**src/rtl/closed_catmull_rom_spline_unit_defines.svh**
```systemverilog
// Assertion macros shared by the spline unit.
`ifndef CLOSED_CATMULL_ROM_SPLINE_UNIT_DEFINES_SVH
`define CLOSED_CATMULL_ROM_SPLINE_UNIT_DEFINES_SVH
`ifndef SYNTHESIS
`define CCR_ASSERT_SAME(label, clk, rst_n, ante, cons) \
    label: assert property (@(posedge clk) disable iff (!rst_n) (ante) |-> (cons)) \
        else $error("spline unit check failed");
`define CCR_ASSERT_NEXT(label, clk, rst_n, ante, cons) \
    label: assert property (@(posedge clk) disable iff (!rst_n) (ante) |=> (cons)) \
        else $error("spline unit check failed");
`else
`define CCR_ASSERT_SAME(label, clk, rst_n, ante, cons)
`define CCR_ASSERT_NEXT(label, clk, rst_n, ante, cons)
`endif
`endif

```
**src/rtl/ccr_recip.sv**
```systemverilog
module ccr_recip (
    input  logic        clk,
    input  logic        rst_n,
    input  logic        start,
    input  logic [6:0]  divisor,
    output logic        done,
    output logic [16:0] quo,
    output logic [6:0]  rem
);
    logic [4:0]  cnt_reg, cnt_next;
    logic        busy_reg, busy_next;
    logic        done_reg, done_next;
    logic [6:0]  div_reg, div_next;
    logic [6:0]  rem_reg, rem_next;
    logic [16:0] quo_reg, quo_next;
    logic [7:0]  shifted;
    logic        ge;

    // Restoring division of 65536 by the divisor, one quotient bit a cycle.
    always_comb
    begin
        shifted   = {rem_reg, (cnt_reg == 5'd0)};
        ge        = shifted >= {1'b0, div_reg};
        cnt_next  = cnt_reg;
        busy_next = busy_reg;
        done_next = done_reg;
        div_next  = div_reg;
        rem_next  = rem_reg;
        quo_next  = quo_reg;
        if (start)
        begin
            cnt_next  = 5'd0;
            busy_next = 1'b1;
            done_next = 1'b0;
            div_next  = divisor;
            rem_next  = 7'd0;
            quo_next  = 17'd0;
        end
        else if (busy_reg)
        begin
            rem_next = ge ? 7'(shifted - {1'b0, div_reg}) : 7'(shifted);
            quo_next = {quo_reg[15:0], ge};
            cnt_next = cnt_reg + 5'd1;
            if (cnt_reg == 5'd16)
            begin
                busy_next = 1'b0;
                done_next = 1'b1;
            end
        end
    end

    always_ff @(posedge clk or negedge rst_n)
    begin
        if (!rst_n)
        begin
            cnt_reg  <= 5'd0;
            busy_reg <= 1'b0;
            done_reg <= 1'b0;
        end
        else
        begin
            cnt_reg  <= cnt_next;
            busy_reg <= busy_next;
            done_reg <= done_next;
        end
    end

    always_ff @(posedge clk)
    begin
        div_reg <= div_next;
        rem_reg <= rem_next;
        quo_reg <= quo_next;
    end

    assign done = done_reg;
    assign quo  = quo_reg;
    assign rem  = rem_reg;
endmodule

```
**config.mk**
```make
export PLATFORM = sky130hd
export DESIGN_NAME = ccr_recip
export DESIGN_NICKNAME = d
export VERILOG_FILES = /design/src/rtl/closed_catmull_rom_spline_unit_defines.svh /design/src/rtl/ccr_recip.sv
export SDC_FILE = /design/constraint.sdc
export NUM_CORES = 1
export LEC_CHECK = 0
export BUFFER_PORTS_ARGS = -buffer_cell sky130_fd_sc_hd__buf_2
export CORE_MARGIN = 2
export CORE_UTILIZATION = 55
export CTS_CLUSTER_DIAMETER = 150
export DETAILED_ROUTE_END_ITERATION = 16
export PLACE_DENSITY = 0.88
export SETUP_SLACK_MARGIN = 0.3
export SYNTH_ARGS = -nofsm -noshare
export SYNTH_HDL_FRONTEND = slang
export SYNTH_SLANG_ARGS = --single-unit
```
**constraint.sdc**
```tcl
create_clock -name clk -period 3.3 [get_ports clk]
set_input_delay 0.165 -clock clk [delete_from_list [all_inputs] [get_ports clk]]
set_output_delay 0.165 -clock clk [all_outputs]
set_load 0.03 [all_outputs]
```
==> reports/results.txt <==
CTS Sinks -> 38
Setup CP Type -> flop to flop
Worst reg2reg setup slack -> 0.53 ns
FMAX -> 0.361 GHz
Yosys cell types -> 48
Mapped Cells -> 195
Cell Count, Final, Fillers Out -> 281
Sw Ratio -> 39.0%
CP Data Arrival Time -> 3.06 ns
Die Span Y -> 63.5 um
Iter 0 DRT Violations -> 61
Critical-path cell list -> inv_1 -> ha_1 -> nand3b_1 -> ha_1 -> fa_1 -> nand2b_2 -> a211o_1 -> and3_1 -> a311oi_2
Antenna violations before repair -> 0
Post-DP Area -> 2140 um2
ANT nets after route -> 0
Cell total after placement -> 265
Fin crit share -> 83.9%
CP dominant cell by count -> ha_1
Slew @ Worst Pin -> 0.793 ns
Top Ports -> 35
WP buf/inv -> 1
Final Hold Viols -> 0
Clock-pin transition on the worst setup and hold timing paths -> 0.12 ns
Post-DP HPWL -> 2520 um
Share of power burned in the clock network -> 20.0%
Clock latency on the worst-skew pair -> 0.36 ns
DR vias -> 1512
Num CTS Buffers -> 5
RePlAce Congestion -> 0.806
Commonest non-fill, non-tap cells in the layout -> 34 x buf_2, 31 x nor2_1, 24 x dfxtp_1
Global-route wire length before repair -> 6470 um
Critical Path RT -> 3.59 ns
Minimum clock period -> 2.77 ns
Die ar. -> 4030 um2
Pwr dens -> 700 nW/um2
Hold-fix buffers, CTS -> 8
Initial core utilization -> 57.9%
R2R depth -> 9
Post-CTS setup buffer count -> 0
CP Capture Type -> flop
Root Driver -> clkbuf_4
Slew Viols, Final -> 0
Layout Nets -> 254
Slew headroom -> 47.1%
Max_cap viols -> 0
Comb pwr share -> 43.3%
Die width -> 63.5 um
Gr usage total -> 20.8%
Async S/R FF share, synth -> 18.4%
I/O Buffers -> 34
Critical-path maximum fanout -> 9
FILL cells -> 274
Total power -> 1.61 mW
Congestion Overflow GR -> 0
Worst setup SP type -> flop
#FFs+latches synth -> 38
Int Pwr -> 0.983 mW
Clock Skews -> 0.0118 ns
Reg-to-reg endpoint -> rem[2]$_SDFFE_PP0P_
Sequential area share after synthesis -> 44.4%
Ratio of cells with drive above 1 in the final layout -> 23.0%
Hold Crit Class -> input port to async pin
R2r startpoint -> cnt_reg[0]$_DFFE_PN0P_
Status -> finished clean
Fin area -> 2300 um2
Most common cell after layout, fill and taps aside -> buf_2
Crit-path slowest cell -> dfrtp_1
Seq. cell area -> 866 um2
Setup TNS -> 0 ns
TritonCTS clock tree -> yes
CTS Buffer Depth -> 2
H-tree levels -> 2
RSZ-0062 raised after global routing -> no
Core Region -> 3360 um2
EDFF count, synth -> 7
Crit-path leading delay family -> adder cells
Slowest stage delay, CP -> 0.44 ns
Vias in the first global route -> 1332
Syn_area_per_cell -> 9.99 um2
Dominant synthesized flop cell -> dfxtp_1
Setup violators final -> 0
DR WL/cell -> 13.2 um
Post-CTS Resized -> 0
Layout Utilization -> 68.4%
DRC -> 0
Cell Area, Synth -> 1950 um2
Max VDD drop -> 0.370 mV
LEAKAGE -> 1.14 nW
Max reg flops -> 17
Area taken by multi-input logic gates -> 973 um2
Routed WL -> 3720 um
Area Overhead vs Synth -> 18.0%
Rows -> 21
Vias/cell -> 5.38
DR pass1 iterations -> 4
Mapped Nets -> 215
Flop pwr share -> 36.7%
Largest net degree at the start of global routing -> 46
Synth warn -> 0
Sw Pwr -> 0.628 mW
# diodes -> 0
## metal layers
metal  wire (um)  GRT usage, %  vias to the layer above
met2        1720          29.2                       31
met3         155          5.54                        9
li1            -             -                      770
met5           0             0                        -
met1        1730          29.1                      702
met4         116          10.9                        0
## worst reg2reg max path: stages (launching register included)
cell,delay (ns)
dfrtp_1,0.44
inv_1,0.09
ha_1,0.21
nand3b_1,0.13
ha_1,0.23
fa_1,0.39
nand2b_2,0.23
a211o_1,0.38
and3_1,0.32
a311oi_2,0.28
## power groups by stage
stage / combinational (mW) / clock [mW] / sequential (mW)
4_1_cts: 0.695 / 0.328 / 0.592
2_1_floorplan: 0.466 / 0 / 0.684
6_report: 0.697 / 0.322 / 0.591
3_5_place_dp: 0.684 / 0 / 0.603
5_1_grt: 0.766 / 0.348 / 0.602
3_3_place_gp: 0.671 / 0 / 0.601
## per-stage QoR
step	worst slack (ns)	hold slack, ns
after CTS	0.531	0.151
after floorplan	0.778	-0.131
after global routing	0.353	0.188
after global placement	0.692	0.000238
after detailed placement	0.558	0.00215
final	0.531	0.182
## worst max-delay path by stage
stage	cells past startpoint	from	slack (ns)	to
after floorplan	11	cnt_reg[0]$_DFFE_PN0P_	0.78	rem[2]$_SDFFE_PP0P_
after global placement	9	cnt_reg[0]$_DFFE_PN0P_	0.69	rem[2]$_SDFFE_PP0P_
after detailed placement	9	cnt_reg[0]$_DFFE_PN0P_	0.56	rem[2]$_SDFFE_PP0P_
after CTS	9	cnt_reg[0]$_DFFE_PN0P_	0.53	rem[2]$_SDFFE_PP0P_
after global routing	9	cnt_reg[0]$_DFFE_PN0P_	0.35	rem[0]$_SDFFE_PP0P_
final	9	cnt_reg[0]$_DFFE_PN0P_	0.53	rem[2]$_SDFFE_PP0P_
## cell usage after synthesis (4+ instances only)
library cell,n,share of area [%]
o21ai_0,4,1.0
nor2_1,31,6.0
nand2_1,7,1.3
edfxtp_1,7,11
dfrtp_1,7,9.0
inv_1,12,2.3
dfxtp_1,24,25
ha_1,9,5.8
clkbuf_1,5,0.96
a41oi_1,5,2.2
nand4_1,4,1.3
xor2_1,4,1.8
nor3b_1,6,2.3
mux2i_1,17,8.7
## cell families (layout without fill, tap and decap cells)
kind of cell | after synthesis | count (layout) | share of synthesized area, %
AND/OR/NAND/NOR | 66 | 66 | 17.0
adder cells (fa/ha/maj) | 10 | 10 | 6.81
flip-flops | 38 | 38 | 44.4
XOR/XNOR | 7 | 7 | 3.15
AO/OA/AOI/OAI | 33 | 33 | 14.3
buffers and inverters | 24 | 64 | 5.59
multiplexers | 17 | 17 | 8.73
## layout make-up
| class | instances | area share, % |
|---|---|---|
| Multi-Input combinational cell | 133 | 42.3 |
| Tap cell | 46 | 2.50 |
| Sequential cell | 38 | 37.6 |
| Inverter | 12 | 1.96 |
| Clock inverter | 3 | 1.85 |
| Timing Repair Buffer | 44 | 12.1 |
| Clock buffer | 5 | 1.63 |
Power figures use the tool's default switching activity.
